==> config.mk <==
export PLATFORM = sky130hd
export DESIGN_NAME = decimal_text_to_integer_unit
export DESIGN_NICKNAME = d
export VERILOG_FILES = /design/src/rtl/core/dtoi_pkg.sv /design/src/rtl/core/dtoi_parse.sv /design/src/rtl/core/dtoi_rsp_buf.sv /design/src/rtl/core/decimal_text_to_integer_unit.sv
export VERILOG_INCLUDE_DIRS = /design/src /design/src/rtl/core
export SDC_FILE = /design/constraint.sdc
export NUM_CORES = 1
export LEC_CHECK = 0
export BUFFER_PORTS_ARGS = -buffer_cell sky130_fd_sc_hd__buf_2
export CAP_MARGIN = 20
export CELL_PAD_IN_SITES_DETAIL_PLACEMENT = 0
export CELL_PAD_IN_SITES_GLOBAL_PLACEMENT = 1
export CORE_ASPECT_RATIO = 0.5
export CORE_MARGIN = 2
export CORE_UTILIZATION = 51
export DETAILED_ROUTE_END_ITERATION = 6
export GPL_ROUTABILITY_DRIVEN = 1
export PLACE_DENSITY = 0.9
export SYNTH_ARGS = -nofsm -noshare
export SYNTH_HDL_FRONTEND = slang
export SYNTH_HIERARCHICAL = 1
export SYNTH_SLANG_ARGS = --single-unit
export TNS_END_PERCENT = 50
==> constraint.sdc <==
create_clock -name clock -period 12.3 [get_ports clock]
set_input_delay 2.46 -clock clock [delete_from_list [all_inputs] [get_ports clock]]
set_output_delay 2.46 -clock clock [all_outputs]
set_load 0.01 [all_outputs]
==> src/rtl/core/assert_macros.svh <==
// Assertion macros shared by the RTL files of the decimal text converter.
`ifndef ASSERT_MACROS_SVH
`define ASSERT_MACROS_SVH

// Clocked check, disabled while reset is high.
`define ASSERT_RST(lbl, clk, rst, prop, msg) \
   lbl: assert property (@(posedge clk) disable iff (rst) prop) else $error(msg);

// Clocked check that also holds during reset.
`define ASSERT_ALWAYS(lbl, clk, prop, msg) \
   lbl: assert property (@(posedge clk) prop) else $error(msg);

`endif

==> src/rtl/core/dtoi_pkg.sv <==
// Types and constants for the decimal text to integer unit.
package dtoi_pkg;

   // One input character with its start marker.
   typedef struct packed {
      logic [7:0] ch;
      logic       start_of_text;
   } req_type;

   // One parsed number.
   typedef struct packed {
      logic [31:0] number;
      logic        no_digits;
      logic        was_negative;
   } rsp_type;

   // Parser phase, one-hot.
   typedef enum logic [2:0] {
      PH_DONE   = 3'b001,
      PH_SKIP   = 3'b010,
      PH_DIGITS = 3'b100
   } phase_type;

   // Sign seen so far.
   typedef enum logic [1:0] {
      SG_NONE = 2'b00,
      SG_POS  = 2'b01,
      SG_NEG  = 2'b10
   } sign_type;

   localparam logic [31:0] NO_NUMBER = 32'hFFFF_FFFF;
   localparam logic [7:0]  CH_SPACE  = 8'h20;
   localparam logic [7:0]  CH_EQUAL  = 8'h3D;
   localparam logic [7:0]  CH_COLON  = 8'h3A;
   localparam logic [7:0]  CH_MINUS  = 8'h2D;
   localparam logic [7:0]  CH_ZERO   = 8'h30;
   localparam logic [7:0]  CH_NINE   = 8'h39;

endpackage

==> src/rtl/core/dtoi_parse.sv <==
// Parser stage: phase, sign and accumulator state plus the per-character step.
`include "assert_macros.svh"

module dtoi_parse (
   input  logic             clock,
   input  logic             reset,
   input  logic             step_fire,
   input  dtoi_pkg::req_type item,
   output logic             emit,
   output dtoi_pkg::rsp_type result
);

   dtoi_pkg::phase_type phase_ff, phase_in, phase_cur;
   dtoi_pkg::sign_type  sign_ff, sign_in, sign_cur;
   logic [31:0]         acc_ff, acc_in, acc_cur;
   logic                is_digit, is_skip, is_minus, in_digits;
   logic [3:0]          digit_val;
   logic [7:0]          ch_off;

   // Character classes
   assign is_digit  = (item.ch >= dtoi_pkg::CH_ZERO) && (item.ch <= dtoi_pkg::CH_NINE);
   assign is_skip   = (item.ch == dtoi_pkg::CH_SPACE) || (item.ch == dtoi_pkg::CH_EQUAL)
                      || (item.ch == dtoi_pkg::CH_COLON);
   assign is_minus  = (item.ch == dtoi_pkg::CH_MINUS);
   assign ch_off    = item.ch - dtoi_pkg::CH_ZERO;
   assign digit_val = ch_off[3:0];

   // Start marker reopens the parse with cleared state
   assign phase_cur = item.start_of_text ? dtoi_pkg::PH_SKIP : phase_ff;
   assign sign_cur  = item.start_of_text ? dtoi_pkg::SG_NONE : sign_ff;
   assign acc_cur   = item.start_of_text ? 32'd0 : acc_ff;

   // Step logic for one character
   always_comb begin
      phase_in  = phase_cur;
      sign_in   = sign_cur;
      acc_in    = acc_cur;
      emit      = 1'b0;
      in_digits = 1'b0;
      unique case (phase_cur)
         dtoi_pkg::PH_SKIP: begin
            if (is_minus) begin
               sign_in  = dtoi_pkg::SG_NEG;
               phase_in = dtoi_pkg::PH_DIGITS;
            end else if (!is_skip) begin
               in_digits = 1'b1;
            end
         end
         dtoi_pkg::PH_DIGITS: begin
            in_digits = 1'b1;
         end
         dtoi_pkg::PH_DONE: begin
            in_digits = 1'b0;
         end
         default: begin
            in_digits = 1'b0;
         end
      endcase
      if (in_digits) begin
         if (is_digit) begin
            phase_in = dtoi_pkg::PH_DIGITS;
            if (sign_cur == dtoi_pkg::SG_NONE) begin
               sign_in = dtoi_pkg::SG_POS;
            end
            // acc*10 as two shifted adds, wraps at 32 bits
            acc_in = {acc_cur[28:0], 3'b000} + {acc_cur[30:0], 1'b0} + {28'd0, digit_val};
         end else begin
            emit     = 1'b1;
            phase_in = dtoi_pkg::PH_DONE;
         end
      end
   end

   // Result formatting from the sign seen
   always_comb begin
      unique case (sign_cur)
         dtoi_pkg::SG_NEG: begin
            result.number       = 32'd0 - acc_cur;
            result.no_digits    = 1'b0;
            result.was_negative = 1'b1;
         end
         dtoi_pkg::SG_POS: begin
            result.number       = acc_cur;
            result.no_digits    = 1'b0;
            result.was_negative = 1'b0;
         end
         default: begin
            result.number       = dtoi_pkg::NO_NUMBER;
            result.no_digits    = 1'b1;
            result.was_negative = 1'b0;
         end
      endcase
   end

   // State registers, updated on each character that moves through
   always_ff @(posedge clock) begin
      if (reset) begin
         phase_ff <= dtoi_pkg::PH_DONE;
         sign_ff  <= dtoi_pkg::SG_NONE;
         acc_ff   <= 32'd0;
      end else if (step_fire) begin
         phase_ff <= phase_in;
         sign_ff  <= sign_in;
         acc_ff   <= acc_in;
      end
   end

   `ASSERT_RST(a_phase_onehot, clock, reset, $onehot(phase_ff), "phase lost one-hot code")
   `ASSERT_RST(a_emit_closes, clock, reset,
      (step_fire && emit) |=> (phase_ff == dtoi_pkg::PH_DONE), "emit did not close number")
   `ASSERT_RST(a_digit_sets_sign, clock, reset,
      (step_fire && in_digits && is_digit) |=> (sign_ff != dtoi_pkg::SG_NONE),
      "digit left sign unset")

endmodule

==> src/rtl/core/dtoi_rsp_buf.sv <==
// Result register holding one parsed number until the consumer takes it.
module dtoi_rsp_buf (
   input  logic              clock,
   input  logic              reset,
   input  logic              load,
   input  dtoi_pkg::rsp_type load_data,
   output logic              can_load,
   output logic              rsp_valid,
   input  logic              rsp_ready,
   output dtoi_pkg::rsp_type rsp_payload
);

   logic              valid_ff, valid_in;
   dtoi_pkg::rsp_type data_ff;

   // Free when empty or being drained this cycle
   assign can_load = !valid_ff || rsp_ready;
   assign valid_in = load ? 1'b1 : (valid_ff && !rsp_ready);

   always_ff @(posedge clock) begin
      if (reset) begin
         valid_ff <= 1'b0;
      end else begin
         valid_ff <= valid_in;
      end
   end

   // Payload needs no reset
   always_ff @(posedge clock) begin
      if (load) begin
         data_ff <= load_data;
      end
   end

   assign rsp_valid   = valid_ff;
   assign rsp_payload = data_ff;

endmodule

==> src/rtl/core/decimal_text_to_integer_unit.sv <==
// Top level: input register, parser stage and result register.
//
//   channel | direction | handshake           | payload
//   req_    | in        | req_valid/req_ready | req_payload (ch, start_of_text)
//   rsp_    | out       | rsp_valid/rsp_ready | rsp_payload (number, no_digits, was_negative)
//
// One character per cycle is taken when the result side keeps up.
// rsp_valid rises once the character ending the number has left the input register
// and its result is loaded into the result register; a held result can delay that load.
// Sign formatting sits between those registers; multiply-by-ten and add feed the accumulator.
// A held result stalls the parser stage; req_ready drops while a full input register stalls.
// Reset clears the parser to waiting for a start marker and empties both registers.
`include "assert_macros.svh"

module decimal_text_to_integer_unit (
   input  logic              clock,
   input  logic              reset,
   input  logic              req_valid,
   output logic              req_ready,
   input  dtoi_pkg::req_type req_payload,
   output logic              rsp_valid,
   input  logic              rsp_ready,
   output dtoi_pkg::rsp_type rsp_payload
);

   logic              in_valid_ff, in_valid_in;
   dtoi_pkg::req_type in_data_ff;
   logic              step_fire, can_load, emit, load;
   dtoi_pkg::rsp_type result;

   // Input register advances whenever the result side can absorb a result
   assign step_fire   = in_valid_ff && can_load;
   assign req_ready   = !in_valid_ff || step_fire;
   assign in_valid_in = (req_valid && req_ready) ? 1'b1 : (in_valid_ff && !step_fire);
   assign load        = step_fire && emit;

   always_ff @(posedge clock) begin
      if (reset) begin
         in_valid_ff <= 1'b0;
      end else begin
         in_valid_ff <= in_valid_in;
      end
   end

   always_ff @(posedge clock) begin
      if (req_valid && req_ready) begin
         in_data_ff <= req_payload;
      end
   end

   dtoi_parse u_parse (
      .clock     (clock),
      .reset     (reset),
      .step_fire (step_fire),
      .item      (in_data_ff),
      .emit      (emit),
      .result    (result)
   );

   dtoi_rsp_buf u_rsp_buf (
      .clock       (clock),
      .reset       (reset),
      .load        (load),
      .load_data   (result),
      .can_load    (can_load),
      .rsp_valid   (rsp_valid),
      .rsp_ready   (rsp_ready),
      .rsp_payload (rsp_payload)
   );

   `ASSERT_RST(a_no_overwrite, clock, reset, !(load && rsp_valid && !rsp_ready),
      "result register overwritten while held")
   `ASSERT_ALWAYS(a_ready_when_empty, clock, !in_valid_ff |-> req_ready,
      "input register empty but not ready")

endmodule
==> flow_summary.json, run 1 <==
{
  "timing.rr.start": "in_data_ff[0]$_DFFE_PP_",
  "post-cts-setup-buffer-count": 0,
  "setup_violations": 0,
  "ff2ff_setup_slack_ns": 7.52,
  "cts_resized": 0,
  "path_buf_inv": 2,
  "std_cell_rows": 27,
  "via_per_inst": 6.00,
  "antenna_violating_nets_post_route": 0,
  "cell_internal_pwr_mw": 0.473,
  "place_congestion": 0.919,
  "grt_antenna_before_repair": 0,
  "cpLargestDelayFamily": "simple AND/OR/NAND/NOR gates",
  "diodes": 0,
  "netSwitchingFraction_pct": 22.1,
  "p_total_mw": 0.607,
  "chipWidth_um": 157,
  "synth_enable_flop_cells": 43,
  "cp_slowest_cell": "nand2b_4",
  "final.min_clock_period_ns": 5.45,
  "synth_seq_area_share_pct": 34.8,
  "critPathLaunch": "rsp_ready",
  "ir_worst_vdd_uv": 51.6,
  "worst_r2r_endpoint": "u_parse/acc_ff[30]$_SDFFE_PP0P_",
  "cts.reportedPaths.clkPinSlew_ns": 0.06,
  "grt_pass1_vias": 4699,
  "design.portCount": 49,
  "postSynthCellCount": 646,
  "async_set_or_reset_flop_fraction_in_the_synthesized_netlist_pct": 0,
  "port_bufs": 48,
  "path_cells": "buf_2 > nand2b_4 > nand2b_4 > buf_2",
  "layout-drive-gt1-share_pct": 12.6,
  "maxCapViolations": 0,
  "setup.worst_path.end_class": "output port",
  "tightestPinTransition_ns": 0.893,
  "hold_path_class": "flop to flop",
  "switchingPower_mw": 0.134,
  "maxSlewHeadroom_pct": 40.4,
  "synthesis.area_mm2": 0.00596,
  "post-dp-hpwl_mm": 10.9,
  "reg2reg_depth": 16,
  "postCtsHoldBufs": 0,
  "worstPathRequired_ns": 9.84,
  "die_y_um": 80.4,
  "grt_max_degree": 48,
  "cts-buffers-inserted": 9,
  "drt_first_iter_violations": 381,
  "vias": 5043,
  "worstSkewPairLatency_ns": 0.35,
  "wire_length_of_the_first_global_routing_pass_mm": 24.3,
  "critical_path_capture_point": "req_ready",
  "crit_fanout": 4,
  "floorplan.core_area_mm2": 0.0112,
  "area_growth_pct": 10.9,
  "grt.overflow.total": 0,
  "die-area_mm2": 0.0126,
  "max_freq_ghz": 0.184,
  "power_density_mw_per_mm2": 91.9,
  "min_period_over_period_pct": 44.3,
  "seqPwrFrac_pct": 48.6,
  "run_status": "completed",
  "drt_wl_total_mm": 14.7,
  "routedWlPerCell_um": 17.5,
  "finalHoldViolations": 0,
  "firstDrtPassIters": 5,
  "postSynth.topFlopCell": "edfxtp_1",
  "timing.critical_path.arrival_ns": 2.99,
  "nNetsFinal": 754,
  "comb_power_share_pct": 5.2,
  "clockRootBuffer": "clkbuf_16",
  "cts_tree": "built",
  "synth_warnings": 6,
  "synth.net_count": 723,
  "grt.total_usage_pct": 24.8,
  "cts-root-to-sink-buffers": 2,
  "worstSetupStartpointType": "input port",
  "synth.distinct_cells": 74,
  "post-route-drc-count": 0,
  "cts.sinks": 82,
  "worstHoldStart": "u_parse/acc_ff[26]$_SDFFE_PP0P_",
  "synthesis.area_per_instance_um2": 9.23,
  "grt_setup_unrepaired": "no",
  "power.static_leakage_nw": 2.84,
  "synth_seq_cells": 82,
  "skew_ns": 0.00891,
  "critical_path.max_stage_delay_ns": 0.15,
  "timing_worst_setup_path_type": "input port to output port",
  "final.setup.tns_ns": 0,
  "slew_violations": 0,
  "h-tree-depth": 3,
  "initial_core_util_pct": 53.3,
  "cp_num_cells": 4,
  "clkPwrFrac_pct": 46.2
}
-- cells by family (layout without fill, tap and decap cells) --
| group | after synthesis | count (layout) | share of synthesized area, % |
|---|---|---|---|
| buf+inv | 64 | 100 | 4.14 |
| flops | 82 | 82 | 34.8 |
| fa+ha+maj | 64 | 64 | 13.6 |
| mux | 1 | 1 | 0.168 |
| compound gates | 185 | 185 | 22.7 |
| simple gates | 209 | 209 | 18.6 |
| xor+xnor | 41 | 41 | 6.03 |
-- cell usage after synthesis, types with 3 or more instances --
cell / n / share of area [%]
o221ai_1: 3 / 0.44
o2111ai_1: 4 / 0.59
inv_1: 31 / 2.0
nand2_1: 48 / 3.0
o22ai_1: 3 / 0.31
o21ai_1: 16 / 1.3
dfxtp_1: 39 / 13
nand3_1: 18 / 1.5
a22oi_1: 14 / 1.8
a31oi_1: 11 / 1.2
ha_1: 63 / 13
xnor2_1: 26 / 3.8
a21o_1: 16 / 2.0
a221o_1: 27 / 4.5
and3_1: 10 / 1.0
nand2b_1: 6 / 0.63
a21oi_1: 35 / 2.9
xor2_1: 15 / 2.2
nor2_1: 48 / 3.0
or3_1: 8 / 0.84
a2111oi_0: 4 / 0.59
clkbuf_1: 26 / 1.6
nor2b_1: 27 / 2.8
buf_2: 5 / 0.42
nor4_1: 3 / 0.31
nor3_1: 11 / 0.92
edfxtp_1: 43 / 22
o21ai_0: 15 / 1.3
o211ai_1: 3 / 0.38
o31ai_1: 5 / 0.63
or2_1: 3 / 0.31
a32o_1: 4 / 0.67
-- power groups by stage --
stage / clock, mW / combinational (mW) / sequential [mW]
floorplan: 0 / 0.0203 / 0.302
global placement: 0 / 0.0307 / 0.301
detailed placement: 0 / 0.0313 / 0.301
CTS: 0.287 / 0.0314 / 0.295
global route: 0.295 / 0.0344 / 0.296
finish: 0.281 / 0.0314 / 0.296
-- worst reg2reg max path: cells and delay by family (launching register included) --
kind                       cells  cell delay (ns)
and+or+nand+nor                2             0.35
DFF                            1             0.32
buffers and inverters          4             1.03
muxes                          1             0.15
AOI/OAI and AO/OA              6             1.99
adders and majority gates      3             0.86
-- routing by layer --
metal / wire [um] / track usage, %
met4: 183 / 6.33
met3: 988 / 5.23
met5: 0 / 0
met1: 7170 / 34.5
met2: 6400 / 39.3
-- cells in the final DEF, fill, tap and decap left out, drive strengths merged, types with 3 or more instances in the layout --
cell type,Yosys,final
nor2b,27,27
a22oi,14,14
a32o,4,4
or2,4,4
nand2,48,48
ha,63,63
and2,5,5
nor4,5,5
a31oi,13,13
a221o,27,27
a2111oi,4,4
buf,6,52
o211ai,3,3
nand3,18,18
nor3,13,13
xnor2,26,26
o221ai,3,3
o21ai,31,31
nand2b,8,8
dfxtp,39,39
a21o,16,16
and3,11,11
o31ai,5,5
o2111ai,4,4
a21oi,37,37
o22ai,3,3
clkbuf,26,12
nor2,48,48
clkinv,1,3
xor2,15,15
or3,8,8
edfxtp,43,43
inv,31,31
-- final cells by class --
class / count / area [um^2]
Sequential cell: 82 / 2070
Timing Repair Buffer: 52 / 270
Inverter: 32 / 120
Fill cell: 987 / 4570
Multi-Input combinational cell: 500 / 3640
Clock inverter: 4 / 51.3
Clock buffer: 12 / 258
Tap cell: 159 / 199
-- worst min-delay path by stage --
stage | endpoint | slack (ns) | depth (start not counted)
2_1_floorplan | u_parse/acc_ff[26]$_SDFFE_PP0P_ | 0.42 | 2
3_3_place_gp | u_parse/acc_ff[26]$_SDFFE_PP0P_ | 0.44 | 2
3_5_place_dp | u_parse/acc_ff[26]$_SDFFE_PP0P_ | 0.44 | 2
4_1_cts | u_parse/acc_ff[26]$_SDFFE_PP0P_ | 0.44 | 2
5_1_grt | u_parse/acc_ff[26]$_SDFFE_PP0P_ | 0.49 | 2
6_report | u_parse/acc_ff[26]$_SDFFE_PP0P_ | 0.44 | 2
-- per-stage QoR --
stage          instance area (um^2)  setup slack [ns]  utilization (%)  cells  hold slack (ns)
2_1_floorplan                  5960              7.09                -    646            0.423
5_1_grt                        6610              6.83             59.1    841            0.487
3_3_place_gp                   6300              6.86             56.4    825            0.438
4_1_cts                        6610              6.85             59.1    841            0.444
6_report                       6610              6.85             59.1    841            0.440
3_5_place_dp                   6300              6.85             56.4    825            0.436
-- sequential cells by signal (all words and copies together), names as in the netlist --
register / cells
u_parse/sign_ff: 2
u_rsp_buf/rsp_payload: 34
in_valid_ff: 1
u_rsp_buf/rsp_valid: 1
u_parse/acc_ff: 32
in_data_ff: 9
u_parse/phase_ff: 3
Power figures use the tool's default switching activity.
==> run 2: changes to the inputs <==
--- a/config.mk
+++ b/config.mk
@@ -12,10 +12,10 @@
 export CELL_PAD_IN_SITES_GLOBAL_PLACEMENT = 1
 export CORE_ASPECT_RATIO = 0.5
 export CORE_MARGIN = 2
-export CORE_UTILIZATION = 51
+export CORE_UTILIZATION = 47
 export DETAILED_ROUTE_END_ITERATION = 6
 export GPL_ROUTABILITY_DRIVEN = 1
-export PLACE_DENSITY = 0.9
+export PLACE_DENSITY = 0.84
 export SYNTH_ARGS = -nofsm -noshare
 export SYNTH_HDL_FRONTEND = slang
 export SYNTH_HIERARCHICAL = 1
==> constraint.sdc (replaced) <==
create_clock -name clock -period 5.4 [get_ports clock]
set_input_delay 1.08 -clock clock [delete_from_list [all_inputs] [get_ports clock]]
set_output_delay 1.08 -clock clock [all_outputs]
set_load 0.01 [all_outputs]
==> flow_summary.json, run 2 (synthesis gave the netlist of run 1 again) <==
{
  "maxSlewHeadroom_pct": 43.3,
  "grt_pass1_vias": 4742,
  "clkPwrFrac_pct": 43.7,
  "ir_worst_vdd_uv": 116,
  "finalHoldViolations": 0,
  "hold-path-cell-count": 2,
  "cts_tree": "built",
  "cts-buffers-inserted": 9,
  "area_growth_pct": 10.9,
  "max_reg_flops": 34,
  "cell_internal_pwr_mw": 1.01,
  "timing_worst_setup_path_type": "flop to flop",
  "run_status": "completed",
  "min_period_over_period_pct": 86.6,
  "min_delay_endpoint": "u_parse/acc_ff[26]$_SDFFE_PP0P_",
  "cts.sinks": 82,
  "p_total_mw": 1.33,
  "slew_violations": 0,
  "wire_length_of_the_first_global_routing_pass_mm": 24.8,
  "grt_antenna_before_repair": 0,
  "via_per_inst": 5.95,
  "worst_r2r_endpoint": "u_parse/acc_ff[30]$_SDFFE_PP0P_",
  "most-common-layout-cells": "63 x ha_1, 48 x buf_2, 48 x nand2_1, 48 x nor2_1, 43 x edfxtp_1",
  "worstSkewPairLatency_ns": 0.34,
  "clockRootBuffer": "clkbuf_16",
  "worstPathRequired_ns": 5.65,
  "cts.reportedPaths.clkPinSlew_ns": 0.07,
  "floorplan.core_area_mm2": 0.0125,
  "final.setup.worst_slack_ns": 0.723,
  "grt_max_degree": 36,
  "initial_core_util_pct": 47.6,
  "max_freq_ghz": 0.214,
  "drt_wl_total_mm": 15.2,
  "mostFrequentLayoutCell": "ha_1",
  "crit_fanout": 15,
  "antenna_violating_nets_post_route": 0,
  "placed_cells": 838,
  "firstDrtPassIters": 5,
  "post-dp-hpwl_mm": 11.0,
  "die-area_mm2": 0.0137,
  "seqPwrFrac_pct": 50.8,
  "post-cts-setup-buffer-count": 0,
  "setup_violations": 0,
  "netSwitchingFraction_pct": 24.2,
  "post-route-drc-count": 0,
  "routedWlPerCell_um": 17.8,
  "timing.rr.start": "in_data_ff[0]$_DFFE_PP_",
  "final.setup.tns_ns": 0,
  "port_bufs": 48,
  "chipWidth_um": 163,
  "power.static_leakage_nw": 2.83,
  "cp_slowest_cell": "edfxtp_1",
  "maxCapViolations": 0,
  "reg2reg_depth": 15,
  "place_congestion": 0.934,
  "cts-root-to-sink-buffers": 2,
  "post_place_setup_slack_ns": 0.931,
  "power_density_mw_per_mm2": 201,
  "cpLargestDelayFamily": "compound AO/OA/AOI/OAI gates",
  "diodes": 0,
  "vias": 5084,
  "cell_with_the_most_instances_on_the_worst_path": "inv_1",
  "worstHoldStart": "u_parse/acc_ff[26]$_SDFFE_PP0P_",
  "path_cells": "inv_1 > nand2_1 > inv_1 > ha_1 > ha_1 > inv_1 > fa_1 > nor2b_1 > o21ai_1 > a2111oi_0 > o22ai_1 > o21ai_1 > a31oi_1 > mux2i_1 > a311oi_1",
  "std_cell_rows": 29,
  "die_y_um": 83.6,
  "cts_resized": 0,
  "drt_first_iter_violations": 365,
  "layout-drive-gt1-share_pct": 13.2,
  "timing.critical_path.arrival_ns": 4.92,
  "hold_path_class": "flop to flop",
  "postCtsHoldBufs": 0,
  "h-tree-depth": 3,
  "grt.overflow.total": 0,
  "post_layout_nonfiller_instances": 854,
  "worstSetupStartpointType": "flop",
  "design.portCount": 49,
  "setup.worst_path.end_class": "flop",
  "grt_setup_unrepaired": "no",
  "critical_path.max_stage_delay_ns": 0.66,
  "ff2ff_setup_slack_ns": 0.72,
  "tightestPinTransition_ns": 0.845,
  "final.min_clock_period_ns": 4.68,
  "comb_power_share_pct": 5.5,
  "path_buf_inv": 3,
  "nNetsFinal": 756,
  "skew_ns": 0.00687,
  "grt.total_usage_pct": 23.2,
  "switchingPower_mw": 0.322
}
-- run 2: changes by cell type in the layout (fill, tap and decap cells not counted) --
cell	before	now
clkbuf_16	10	9
inv_6	0	2
clkbuf_1	2	0
buf_4	4	6
clkinvlp_4	1	2
bufinv_16	1	0
clkinv_2	1	2
-- run 2: final cells by class --
class / count / area, um^2
sequential: 82 / 2070
fill: 1173 / 5910
multi-input combinational: 500 / 3640
timing repair buffer: 54 / 285
inverter: 32 / 120
clock inverter: 7 / 51.3
clock buffer: 9 / 225
tap: 170 / 213
-- run 2: power groups by stage --
stage          Sequential [mW]  Combinational [mW]  Clock [mW]
6_report                 0.675              0.0727       0.580
3_3_place_gp             0.688              0.0710           0
5_1_grt                  0.676              0.0796       0.617
3_5_place_dp             0.688              0.0719           0
4_1_cts                  0.675              0.0721       0.591
2_1_floorplan            0.688              0.0461           0
-- run 2: layer usage --
| layer | track usage, % | wire length [um] |
|---|---|---|
| met1 | 32.9 | 7380 |
| met2 | 36.2 | 6660 |
| met3 | 4.62 | 867 |
| met4 | 6.03 | 257 |
| met5 | 0 | 0 |
-- run 2: worst max path at each step --
| stage | start | end | cells past startpoint |
|---|---|---|---|
| after floorplan | in_data_ff[0]$_DFFE_PP_ | u_parse/acc_ff[30]$_SDFFE_PP0P_ | 16 |
| after global placement | in_data_ff[0]$_DFFE_PP_ | u_parse/acc_ff[30]$_SDFFE_PP0P_ | 15 |
| after detailed placement | in_data_ff[0]$_DFFE_PP_ | u_parse/acc_ff[30]$_SDFFE_PP0P_ | 15 |
| after CTS | in_data_ff[0]$_DFFE_PP_ | u_parse/acc_ff[30]$_SDFFE_PP0P_ | 15 |
| after global routing | in_data_ff[0]$_DFFE_PP_ | u_parse/acc_ff[30]$_SDFFE_PP0P_ | 15 |
| final | in_data_ff[0]$_DFFE_PP_ | u_parse/acc_ff[30]$_SDFFE_PP0P_ | 15 |
-- run 2: tightest hold or removal path, delay by kind of cell, from the launching register on --
kind               cells  cell delay [ns]
AOI/OAI and AO/OA      1             0.05
and+or+nand+nor        1             0.05
DFF                    1             0.31
-- run 2: metrics by stage --
step           utilization [%]  hold slack, ns  cell area (um^2)
2_1_floorplan                -           0.423              5960
3_3_place_gp              50.6           0.436              6330
3_5_place_dp              50.6           0.439              6330
4_1_cts                   52.8           0.448              6610
5_1_grt                   52.8           0.466              6610
6_report                  52.8           0.447              6610
